==> src/rtl/nps_pkg.sv <==
// Shared types and field widths of the nonpreemptive priority scheduler.
// No dependencies; imported by the top level.
package nps_pkg;

  localparam int PRI_W   = 8;
  localparam int TIME_W  = 16;
  localparam int PIDX_W  = 4;
  localparam int CTIME_W = 21;
  localparam int TOT_W   = 25;

  typedef enum logic [1:0] {
    ST_LOAD,
    ST_SCAN,
    ST_DECIDE,
    ST_EMIT
  } nps_state_t;

endpackage

==> src/rtl/nps_ram.sv <==
// Generic simple dual-port RAM: one write port, one read port, registered read.
// No dependencies.
module nps_ram #(
  parameter int WIDTH = 8,
  parameter int DEPTH = 16
) (
  input  logic                     clk,
  input  logic                     we,
  input  logic [$clog2(DEPTH)-1:0] waddr,
  input  logic [WIDTH-1:0]         wdata,
  input  logic [$clog2(DEPTH)-1:0] raddr,
  output logic [WIDTH-1:0]         rdata
);

  logic [WIDTH-1:0] mem [DEPTH];

  always_ff @(posedge clk) begin
    if (we) begin
      mem[waddr] <= wdata;
    end
    rdata <= mem[raddr];
  end

endmodule

==> src/rtl/nonpreemptive_priority_scheduler.sv <==
// Nonpreemptive priority scheduler, top level. Uses nps_pkg and nps_ram.
// Load: one word per cycle while busy is low; the word with last_process set starts the run.
// Each dispatch scans all n loaded entries through the process RAM read port,
// plus one more scan whenever no process has arrived yet.
// Results then leave one per cycle in load order once the last dispatch is done.
// Reset (rst_n low, synchronous) empties the set and clears all control state.
module nonpreemptive_priority_scheduler
  import nps_pkg::*;
#(
  parameter int MAX_PROCESSES = 16
) (
  input  logic               clk,
  input  logic               rst_n,
  input  logic               start,
  output logic               busy,
  input  logic [PRI_W-1:0]   in_priority_req,
  input  logic [TIME_W-1:0]  in_arrival_time,
  input  logic [TIME_W-1:0]  in_burst_time,
  input  logic               in_last_process,
  output logic               out_strobe,
  output logic [PIDX_W-1:0]  out_process_index,
  output logic [PIDX_W-1:0]  out_dispatch_position,
  output logic [CTIME_W-1:0] out_completion_time,
  output logic [CTIME_W-1:0] out_turnaround_time,
  output logic [CTIME_W-1:0] out_waiting_time,
  output logic [TOT_W-1:0]   out_total_turnaround,
  output logic [TOT_W-1:0]   out_total_waiting,
  output logic               out_overflow_flag,
  output logic               out_last_result
);

  localparam int IDX_W  = $clog2(MAX_PROCESSES);
  localparam int CNT_W  = $clog2(MAX_PROCESSES + 1);
  localparam int CLK_W  = TIME_W + CNT_W;
  localparam int SUM_W  = CLK_W + IDX_W;
  localparam int PROW_W = PRI_W + 2 * TIME_W;
  localparam int RROW_W = CLK_W + IDX_W;

  nps_state_t state_r, state_nxt;

  logic [CNT_W-1:0]         count_r;
  logic                     overflow_r;
  logic [MAX_PROCESSES-1:0] fin_r;
  logic [CLK_W-1:0]         clock_r;
  logic [CNT_W-1:0]         done_r;
  logic [CNT_W-1:0]         iss_r;
  logic                     rd_v_r;
  logic [IDX_W-1:0]         rd_idx_r;
  logic                     found_r;
  logic                     any_r;
  logic [IDX_W-1:0]         best_idx_r;
  logic [PRI_W-1:0]         best_pri_r;
  logic [TIME_W-1:0]        best_burst_r;
  logic [TIME_W-1:0]        earliest_r;

  // emit pipeline, first stage
  logic                     e_v_r;
  logic                     e_last_r;
  logic [IDX_W-1:0]         e_idx_r;
  logic [IDX_W-1:0]         e_disp_r;
  logic [CLK_W-1:0]         e_comp_r;
  logic [CLK_W-1:0]         e_tat_r;
  logic [TIME_W-1:0]        e_burst_r;

  logic [SUM_W-1:0]         sum_tat_r;
  logic [SUM_W-1:0]         sum_wt_r;

  logic                     strobe_r;
  logic [PIDX_W-1:0]        o_idx_r;
  logic [PIDX_W-1:0]        o_disp_r;
  logic [CTIME_W-1:0]       o_comp_r;
  logic [CTIME_W-1:0]       o_tat_r;
  logic [CTIME_W-1:0]       o_wt_r;
  logic [TOT_W-1:0]         o_ttat_r;
  logic [TOT_W-1:0]         o_twt_r;
  logic                     o_ovf_r;
  logic                     o_last_r;

  logic                     accept;
  logic                     store_en;
  logic                     iss_go;
  logic                     scan_end;
  logic                     last_dispatch;
  logic [IDX_W-1:0]         raddr;
  logic [PROW_W-1:0]        prow;
  logic [RROW_W-1:0]        rrow;
  logic [PRI_W-1:0]         p_pri;
  logic [TIME_W-1:0]        p_arr;
  logic [TIME_W-1:0]        p_burst;
  logic                     entry_open;
  logic                     entry_ready;
  logic [CLK_W-1:0]         clock_done;
  logic [CLK_W-1:0]         wt_now;
  logic [SUM_W-1:0]         sum_tat_nxt;
  logic [SUM_W-1:0]         sum_wt_nxt;

  assign busy      = (state_r != ST_LOAD);
  assign accept    = start && !busy;
  assign store_en  = accept && (count_r < CNT_W'(MAX_PROCESSES));
  assign iss_go    = ((state_r == ST_SCAN) || (state_r == ST_EMIT)) && (iss_r < count_r);
  assign raddr     = iss_r[IDX_W-1:0];
  assign scan_end  = (iss_r == count_r) && !rd_v_r;
  assign last_dispatch = found_r && ((done_r + CNT_W'(1)) == count_r);
  assign clock_done    = clock_r + CLK_W'(best_burst_r);

  assign p_pri   = prow[PROW_W-1 -: PRI_W];
  assign p_arr   = prow[2*TIME_W-1 -: TIME_W];
  assign p_burst = prow[TIME_W-1:0];

  assign entry_open  = !fin_r[rd_idx_r];
  assign entry_ready = entry_open && (CLK_W'(p_arr) <= clock_r);

  assign wt_now      = e_tat_r - CLK_W'(e_burst_r);
  assign sum_tat_nxt = sum_tat_r + SUM_W'(e_tat_r);
  assign sum_wt_nxt  = sum_wt_r + SUM_W'(wt_now);

  // process table: {priority, arrival, burst}
  nps_ram #(
    .WIDTH (PROW_W),
    .DEPTH (MAX_PROCESSES)
  ) u_proc_ram (
    .clk   (clk),
    .we    (store_en),
    .waddr (count_r[IDX_W-1:0]),
    .wdata ({in_priority_req, in_arrival_time, in_burst_time}),
    .raddr (raddr),
    .rdata (prow)
  );

  // result table: {completion, dispatch position}; written at dispatch, its read data used only in emit
  nps_ram #(
    .WIDTH (RROW_W),
    .DEPTH (MAX_PROCESSES)
  ) u_res_ram (
    .clk   (clk),
    .we    ((state_r == ST_DECIDE) && found_r),
    .waddr (best_idx_r),
    .wdata ({clock_done, done_r[IDX_W-1:0]}),
    .raddr (raddr),
    .rdata (rrow)
  );

  always_comb begin
    state_nxt = state_r;
    case (state_r)
      ST_LOAD: begin
        if (accept && in_last_process) state_nxt = ST_SCAN;
      end
      ST_SCAN: begin
        if (scan_end) state_nxt = ST_DECIDE;
      end
      ST_DECIDE: begin
        state_nxt = last_dispatch ? ST_EMIT : ST_SCAN;
      end
      ST_EMIT: begin
        if (e_v_r && e_last_r) state_nxt = ST_LOAD;
      end
      default: state_nxt = ST_LOAD;
    endcase
  end

  always_ff @(posedge clk) begin
    if (!rst_n) begin
      state_r <= ST_LOAD;
    end else begin
      state_r <= state_nxt;
    end
  end

  // control
  always_ff @(posedge clk) begin
    if (!rst_n) begin
      count_r    <= '0;
      overflow_r <= 1'b0;
      fin_r      <= '0;
      clock_r    <= '0;
      done_r     <= '0;
      iss_r      <= '0;
      rd_v_r     <= 1'b0;
      found_r    <= 1'b0;
      any_r      <= 1'b0;
      e_v_r      <= 1'b0;
      sum_tat_r  <= '0;
      sum_wt_r   <= '0;
      strobe_r   <= 1'b0;
    end else begin
      rd_v_r   <= iss_go;
      e_v_r    <= rd_v_r && (state_r == ST_EMIT);
      strobe_r <= e_v_r;
      if (iss_go) iss_r <= iss_r + CNT_W'(1);

      if (accept) begin
        if (store_en) count_r <= count_r + CNT_W'(1);
        else          overflow_r <= 1'b1;
        iss_r   <= '0;
        found_r <= 1'b0;
        any_r   <= 1'b0;
      end

      if ((state_r == ST_SCAN) && rd_v_r) begin
        if (entry_ready && (!found_r || (p_pri > best_pri_r))) found_r <= 1'b1;
        if (entry_open) any_r <= 1'b1;
      end

      if (state_r == ST_DECIDE) begin
        iss_r   <= '0;
        found_r <= 1'b0;
        any_r   <= 1'b0;
        if (found_r) begin
          clock_r            <= clock_done;
          fin_r[best_idx_r]  <= 1'b1;
          done_r             <= done_r + CNT_W'(1);
        end else begin
          // nothing has arrived: jump to the earliest open arrival
          clock_r <= CLK_W'(earliest_r);
        end
      end

      if (e_v_r) begin
        if (e_last_r) begin
          count_r    <= '0;
          overflow_r <= 1'b0;
          fin_r      <= '0;
          clock_r    <= '0;
          done_r     <= '0;
          sum_tat_r  <= '0;
          sum_wt_r   <= '0;
        end else begin
          sum_tat_r <= sum_tat_nxt;
          sum_wt_r  <= sum_wt_nxt;
        end
      end
    end
  end

  // datapath
  always_ff @(posedge clk) begin
    rd_idx_r <= raddr;

    if ((state_r == ST_SCAN) && rd_v_r) begin
      if (entry_ready && (!found_r || (p_pri > best_pri_r))) begin
        best_idx_r   <= rd_idx_r;
        best_pri_r   <= p_pri;
        best_burst_r <= p_burst;
      end
      if (entry_open && (!any_r || (p_arr < earliest_r))) begin
        earliest_r <= p_arr;
      end
    end

    e_idx_r   <= rd_idx_r;
    e_last_r  <= (CNT_W'(rd_idx_r) == (count_r - CNT_W'(1)));
    e_disp_r  <= rrow[IDX_W-1:0];
    e_comp_r  <= rrow[RROW_W-1 -: CLK_W];
    e_tat_r   <= rrow[RROW_W-1 -: CLK_W] - CLK_W'(p_arr);
    e_burst_r <= p_burst;

    o_idx_r  <= PIDX_W'(e_idx_r);
    o_disp_r <= PIDX_W'(e_disp_r);
    o_comp_r <= CTIME_W'(e_comp_r);
    o_tat_r  <= CTIME_W'(e_tat_r);
    o_wt_r   <= CTIME_W'(wt_now);
    o_ttat_r <= e_last_r ? TOT_W'(sum_tat_nxt) : '0;
    o_twt_r  <= e_last_r ? TOT_W'(sum_wt_nxt) : '0;
    o_ovf_r  <= overflow_r;
    o_last_r <= e_last_r;
  end

  assign out_strobe            = strobe_r;
  assign out_process_index     = o_idx_r;
  assign out_dispatch_position = o_disp_r;
  assign out_completion_time   = o_comp_r;
  assign out_turnaround_time   = o_tat_r;
  assign out_waiting_time      = o_wt_r;
  assign out_total_turnaround  = o_ttat_r;
  assign out_total_waiting     = o_twt_r;
  assign out_overflow_flag     = o_ovf_r;
  assign out_last_result       = o_last_r && strobe_r;

  // every finished mark belongs to exactly one dispatch
  a_fin_count: assert property (@(posedge clk) disable iff (!rst_n)
    $countones(fin_r) == 32'(done_r))
    else $error("finished marks disagree with dispatch count");

  // a scan without a ready process must have seen an open one
  a_idle_jump: assert property (@(posedge clk) disable iff (!rst_n)
    (state_r == ST_DECIDE) && !found_r |-> any_r)
    else $error("idle jump with no open process");

  // results only come out of the emit phase
  a_strobe_src: assert property (@(posedge clk) disable iff (!rst_n)
    e_v_r |-> state_r == ST_EMIT)
    else $error("result word outside emit phase");

  a_count_bound: assert property (@(posedge clk) disable iff (!rst_n)
    count_r <= CNT_W'(MAX_PROCESSES))
    else $error("loaded count past table depth");

  // the run ends right after its last word
  a_run_end: assert property (@(posedge clk) disable iff (!rst_n)
    out_last_result |-> state_r == ST_LOAD && count_r == '0)
    else $error("set not cleared after last result");

endmodule

==> config.mk <==
export PLATFORM = sky130hd
export DESIGN_NAME = nonpreemptive_priority_scheduler
export DESIGN_NICKNAME = d
export VERILOG_FILES = /design/src/rtl/nps_pkg.sv /design/src/rtl/nps_ram.sv /design/src/rtl/nonpreemptive_priority_scheduler.sv
export SDC_FILE = /design/constraint.sdc
export NUM_CORES = 2
export LEC_CHECK = 0
export BUFFER_PORTS_ARGS = -buffer_cell sky130_fd_sc_hd__buf_2
export CAP_MARGIN = 5
export CORE_MARGIN = 2
export CORE_UTILIZATION = 56
export CTS_CLUSTER_DIAMETER = 30
export DETAILED_ROUTE_END_ITERATION = 8
export PLACE_DENSITY = 0.75
export SETUP_SLACK_MARGIN = 0.5
export SLEW_MARGIN = 20
export SYNTH_ARGS = -nofsm -noshare
export SYNTH_HDL_FRONTEND = slang
export SYNTH_HIERARCHICAL = 1
export SYNTH_SLANG_ARGS = --single-unit
==> constraint.sdc <==
create_clock -name clk -period 4.6 [get_ports clk]
set_clock_uncertainty 0.1 [all_clocks]
set_input_delay 0.46 -clock clk [delete_from_list [all_inputs] [get_ports clk]]
set_output_delay 0.46 -clock clk [all_outputs]
set_load 0.05 [all_outputs]
-- After elaboration in Yosys (flattened, before gate mapping)
Memories as Yosys holds them, arrays and structs flattened. A register that Yosys moved wholly into a read port is not among the register bits.
Cells that the tools add are included.
- register bits: 348
- memories: 2
- bits in writable memories: 1040
- reduce and logical (&&, ||, !) cells: 30
- $lt $le $gt $ge: 8
- bitwise gates (word level): 2
- muxes and demuxes: 41
- add/sub/neg operators: 9
- equality and inequality tests: 9
- memory list (memory ; depth ; bits a word ; read ports ; clocked after Yosys merged registers in ; wr ports ; RTL line ; text):
    u_proc_ram.mem ; 16 ; 40 ; 1 ; 1 ; 1 ; nps_ram.sv:15 ; logic [WIDTH-1:0] mem [DEPTH];
    u_res_ram.mem ; 16 ; 25 ; 1 ; 1 ; 1 ; nps_ram.sv:15 ;
- operator list (operator ; number):
    $mux W21 ; 4
    $mux W16 ; 4
    $add A25 B21 Y25 ; 2
    $mux W25 ; 2
    $sub A21 B16 Y21 ; 2
    $mux W5 ; 8
    $add A21 B16 Y21 ; 1
    $le A16 B21 Y1 ; 1
    $lt A16 B16 Y1 ; 1
    $mux W1 ; 16
    $or A16 B16 Y16 ; 1
    $add A5 B1 Y5 const B ; 3
    $logic_and A1 B1 Y1 ; 15
    $eq A5 B5 Y1 ; 2
    $lt A4 B5 Y1 const B ; 2
    $gt A8 B8 Y1 ; 1
    $mux W2 ; 4
    $pmux W2 S4 ; 1
    $ne A2 B2 Y1 const B ; 3
    $eq A4 B5 Y1 ; 1
    $logic_not A1 Y1 ; 5
    $lt A5 B5 Y1 ; 1
    $lt A5 B5 Y1 const B ; 1
    $sub A5 B1 Y5 const B ; 1
    13 further kinds ; 17

-- Logic depth before layout (Yosys ltp)
- depth after elaboration: 9
- gate-level depth with buffers: 20
- gate-level depth less buffers: 20

-- Cells and area by module
The synthesis kept the hierarchy.
- modules (own cells, without submodules) (module ; cells each ; sequential area each (µm²) ; area each (µm²) ; times used):
    nps_ram (u_proc_ram) ; 1040 ; 20019.2 ; 25131.6 ; 1
    nonpreemptive_priority_scheduler ; 1569 ; 7407.1 ; 15637.5 ; 1
    nps_ram (u_res_ram) ; 660 ; 12512.0 ; 15551.2 ; 1

-- Least setup slack after synthesis
Ideal clock, no wire load.
- path type: register -> register
- start: register state_r[1]
- end: memory u_proc_ram/mem[0][0] (netlist name), enable pin
- data required time: 4.013 ns
- cell stages (with the launch flop): 6
- arrival: 4.293 ns
- path slack: -0.280 ns
- setup time: 0.487 ns
- cell sequence: dfxtp_1 nor2_1 nand2_1 nor2_1 or3b_2 nor3_1
- word-level cells in the longest chain between the ends: 6
- RTL lines (element ; RTL line ; text):
    start, declared ; nonpreemptive_priority_scheduler.sv:39 ; nps_state_t state_r, state_nxt;
    start signal, assigned ; nonpreemptive_priority_scheduler.sv:166 ; state_r <= state_nxt;
    $reduce_bool A2 Y1 ; nonpreemptive_priority_scheduler.sv:97 ; assign busy = (state_r != ST_LOAD);
    $logic_not A1 Y1 ; nonpreemptive_priority_scheduler.sv:98 ; assign accept = start && !busy;
    $logic_and A1 B1 Y1 ; nonpreemptive_priority_scheduler.sv:98 ;
    $logic_and A1 B1 Y1 ; nonpreemptive_priority_scheduler.sv:99 ; assign store_en = accept && (count_r < CNT_W'(MAX_PROCESSES));
    net store_en ; nonpreemptive_priority_scheduler.sv:80 ; logic store_en;
    $mux W1 ; nps_ram.sv:18 ; if (we) begin
    $mux W1 (implied by the code) ; nps_ram.sv:19 ; mem[waddr] <= wdata;
    end, declared ; nps_ram.sv:15 ;
The timed path passes the listed nets, and every way through them passes these cells.

-- Final worst setup path
- start: register e_tat_r[0]
- end: register o_twt_r[23], in the netlist out_total_waiting[23]
- word-level cells in the longest chain between the ends: 2
- RTL lines (element ; RTL line ; text):
    start, declared ; nonpreemptive_priority_scheduler.sv:62 ; logic [CLK_W-1:0] e_tat_r;
    start signal, assigned ; nonpreemptive_priority_scheduler.sv:255 ; e_tat_r <= rrow[RROW_W-1 -: CLK_W] - CLK_W'(p_arr);
    $sub A21 B16 Y21 ; nonpreemptive_priority_scheduler.sv:113 ; assign wt_now = e_tat_r - CLK_W'(e_burst_r);
    net wt_now[16] ; nonpreemptive_priority_scheduler.sv:93 ; logic [CLK_W-1:0] wt_now;
    $add A25 B21 Y25 ; nonpreemptive_priority_scheduler.sv:115 ; assign sum_wt_nxt = sum_wt_r + SUM_W'(wt_now);
    end signal, assigned ; nonpreemptive_priority_scheduler.sv:264 ; o_twt_r <= e_last_r ? TOT_W'(sum_wt_nxt) : '0;
    end, declared ; nonpreemptive_priority_scheduler.sv:75 ; logic [TOT_W-1:0] o_twt_r;
The timed path passes the listed nets, and every way through them passes these cells.
A chain may end at the register's enable or synchronous reset.

==> impl_summary.md <==
Critical path
The endpoint arrival time on the critical path is 5010 ps. The critical path class is flop to flop. The sum of buffers and inverters on the critical path is 1. Counting buffers and inverters, the worst setup path is 20 cells deep. The standard cell with the maximum stage delay on the critical path is sky130_fd_sc_hd__a311o_1. The element type at the critical path start is a flop. Traced cell by cell, the critical path runs through inv_2 -> ha_4 -> fa_2 -> nor2b_2 -> o21ai_2 -> a21boi_2 -> o41a_1 -> a211o_1 -> a311o_1 -> a21oi_2 -> xor2_1 -> ha_1 -> a21o_1 -> a21o_1 -> a21oi_2 -> o22ai_1 -> o32a_1 -> and3_4 -> xnor2_2 -> nor2_1. The biggest cell delay along the critical path is 420 ps. The worst setup path is captured at a flop. The largest fanout on the critical path is 5. In this run the register-to-register setup slack is roughly 160 ps. In this design, the largest share of critical-path delay is due to compound AO/OA/AOI/OAI gates.

The data required time of the worst path is 5170 ps. The number of cells on the worst reg-to-reg path is 20.

Synthesis
The biggest area contributor in the post-synthesis netlist is sky130_fd_sc_hd__edfxtp_1. The total nets after synthesis is 3457. The count of yosys warnings during synthesis is 6. The most used flip-flop cell after synthesis is sky130_fd_sc_hd__edfxtp_1. The share of flip-flops with an asynchronous set or reset after synthesis is 0%. Synthesis inferred 1453 register bits. The combined area of all synthesized cells is 56300 sq um. The synthesized design contains 1084 enable-type register cells. By area the synthesized netlist is led by sky130_fd_sc_hd__edfxtp_1 58%, sky130_fd_sc_hd__dfxtp_1 13%, sky130_fd_sc_hd__mux4_2 8.2%, sky130_fd_sc_hd__ha_1 3.1%, sky130_fd_sc_hd__mux4_1 2.8%. The post-synthesis sequential area ratio is 70.9%. The post-synthesis instance total is 3269. The number of different library cells used by synthesis comes to between 70 and 80. The post-synthesis area per instance is about 17 sq um. Summed over its instances, the top area cell type makes up 57.8% of the synthesized netlist area.

Place
The final RePlAce weighted congestion is 0.889. The total placed cells including tap cells is 4686. The pre-CTS setup slack is approximately 95 ps. The count of buffers added on input and output ports is 168. In this run the cell area measured after placement is 59100 sq um. Once detailed placement completed, the half-perimeter wirelength came to 74100 microns.

Global route
The global-route congestion overflow total is 0. The global-route usage over all layers is 26.2%. The initial antenna violation count is 10. The first global-routing pass estimated between 200000 and 250000 microns of wire. The via count of the first global-routing pass is 32700. The maximum number of pins on one net before global-route repair is 69.

Outcome
The run finished with clean final reports.

Timing
The number of endpoints with negative hold slack in the final report is 0. The slew at the pin with the worst max-slew slack is 1130 ps. Setup repair after global routing could not meet its margin everywhere. Setup violations remaining at the end of the flow were counted as 0.

Static timing analysis puts the maximum clock frequency at 225 MHz. The final number of max-transition violations is 0. Summed over all failing endpoints, the final setup total negative slack is 0 ps. The final critical path time including I/O delays and setup is 4440 ps. Hold timing on the final database bottoms out at a slack of 61.9 ps. The final worst setup slack is 164 ps. The worst-case headroom to the max-slew limit is between 20% and 30%. The period utilization is 96.4%.

Finish
The area overhead of the layout relative to synthesis is 21.2%. For this run, the number of standard cells in the final layout without fillers is 5199. The fraction of final layout cells with drive strength greater than 1 is between 20% and 30%.

The final layout contains 3878 nets. After routing the design area is 68200 sq um. At the end of the flow the core is filled with cells to 68.3%.

Floorplan
The total area inside the core boundary comes to 99900 sq um. The chip height is 321 microns. The width of the die is about 320 microns. The number of cell rows is around 120. The area enclosed by the die boundary is 103000 sq um. In this run the count of I/O pins placed on the die edge is 169. The initial utilization of the core area, before any placement, comes to 56.4%.

Clock network
The latest clock arrival within the worst-skew pair is 810 ps. The maximum clock path buffer count is 3. The clock buffer count from CTS is 230.

The H-tree was split into 4 levels. TritonCTS built the clock tree. The clock-pin transition on the worst setup and hold timing paths is 50 ps. The cell at the root of the clock tree is sky130_fd_sc_hd__clkbuf_16. CTS saw 1453 sinks.

Drt
The detailed router finished its first iteration with roughly 3000 violations. The final routed wire length divided by cell count is 25.9 microns. Using the TritonRoute via totals, the vias-per-cell ratio works out to 6.10. Before antenna repair, the detailed router went through 5 iterations. The detailed-route via count is 31700.

The count of nets left with antenna violations after detail routing is 0. In the routed design, unresolved DRC markers number 0. The final layout contains routed wiring with a total length of 134000 microns.

Min path
The worst hold path depth is 3. The type of the worst min-delay path is primary input to flop.

Power and ir drop
For this design the ratio of total power to cell area is 535 nW/um^2. The post-layout total power is 36.5 mW. The worst supply voltage drop on vdd is 401 uV.

In this run the static leakage power is 23.8 nW.

Flow run
Max-cap violations in this run came to 0.
==> power by group <==
group	internal (mW)	switching, mW	total [mW]
combinational	1.40	2.32	3.72
clock	11.4	6.49	17.9
sequential	14.6	0.309	14.9
total	27.4	9.11	36.5
==> placed cells by master, fill, tap and decap left out, types with 63 or more instances in the layout <==
cell / instances
sky130_fd_sc_hd__edfxtp_1: 1084
sky130_fd_sc_hd__dfxtp_1: 364
sky130_fd_sc_hd__clkbuf_16: 232
sky130_fd_sc_hd__mux4_2: 205
sky130_fd_sc_hd__buf_2: 168
sky130_fd_sc_hd__a22oi_1: 151
sky130_fd_sc_hd__nor2_1: 141
sky130_fd_sc_hd__ha_1: 136
sky130_fd_sc_hd__nand2_1: 128
sky130_fd_sc_hd__inv_1: 103
sky130_fd_sc_hd__a21oi_1: 97
sky130_fd_sc_hd__buf_4: 95
sky130_fd_sc_hd__xnor2_1: 63
==> layout make-up <==
class | instances | area [sq um]
Antenna cell | 2 | 5.00
Clock buffer | 258 | 6020
Clock inverter | 183 | 2210
Fill cell | 6209 | 31600
Inverter | 109 | 409
Multi-Input combinational cell | 1574 | 15700
Sequential cell | 1453 | 39900
Tap cell | 1298 | 1620
Timing Repair Buffer | 322 | 2280
==> state kept, by name, summed over array words and instances (netlist names), 8 cells and up <==
| signal | count |
|---|---|
| best_burst_r | 16 |
| best_pri_r | 8 |
| clock_r | 21 |
| e_burst_r | 16 |
| e_comp_r | 21 |
| e_tat_r | 21 |
| earliest_r | 16 |
| fin_r | 16 |
| out_completion_time | 21 |
| out_total_turnaround | 25 |
| out_total_waiting | 25 |
| out_turnaround_time | 21 |
| out_waiting_time | 21 |
| sum_tat_r | 25 |
| sum_wt_r | 25 |
| u_proc_ram/mem | 640 |
| u_proc_ram/rdata | 40 |
| u_res_ram/mem | 400 |
| u_res_ram/rdata | 25 |
==> worst min-delay path, delay by kind of cell <==
| family | cells | cell delay [ps] |
|---|---|---|
| buf+inv | 1 | 280 |
| simple gates | 2 | 180 |
==> cell families (layout without fill, tap and decap cells) <==
family          Yosys count  after routing  share of synthesized area (%)
fa+ha+maj               144            144                           3.27
flops                  1453           1453                           70.9
xor+xnor                114            114                           1.77
other cells               0              2                              0
buf+inv                 242            872                           2.08
mux                     277            277                           11.2
simple gates            520            520                           4.40
compound gates          519            519                           6.36
==> Yosys cell counts (all sizes together), types with 6 or more instances <==
master and n:
edfxtp 1084, xor2 43, o211ai 9, nand3b 8, mux4 265, dfxtp 369
a21boi 8, nor4 6, a21oi 105, nor2 169, o21a 17, and3 14
nor2b 20, and4 6, xnor2 71, or3 16, a22oi 151, and2 49
nand3 26, a31oi 20, nor3 33, o21ai 63, nand2 131, buf 50
inv 106, ha 139, a22o 17, mux2i 12, a211oi 24, nand2b 12
clkbuf 83, o21bai 7, a21o 43, nand4 16
==> path summary, 6_finish.rpt <==
path,from,to
setup reg to reg,e_tat_r[0],out_total_waiting[23]
setup / recovery,e_tat_r[0],out_total_waiting[23]
hold / removal,rst_n,e_v_r
hold reg to reg,e_comp_r[8],out_completion_time[8]
==> timing repair <==
action,4_1_cts,5_1_grt
pin swaps,25,23
buffers inserted,15,14
resized for setup,35,26
endpoints found under the hold margin,642,0
endpoints found under the setup margin,15,23
hold buffers,41,0
==> per-layer routing <==
metal  global-route usage (%)  vias to the layer above  part of all wire [%]  wire length, microns
li1                         -                    13900                     -                     -
met1                     33.3                    16100                    38                 51200
met2                     44.7                     1439                    51                 68400
met3                     5.39                      284                   7.7                 10400
met4                     10.0                        6                   3.3                  4370
met5                        0                        -                 0.031                    41
No activity file was read; power rests on OpenSTA's default activity.
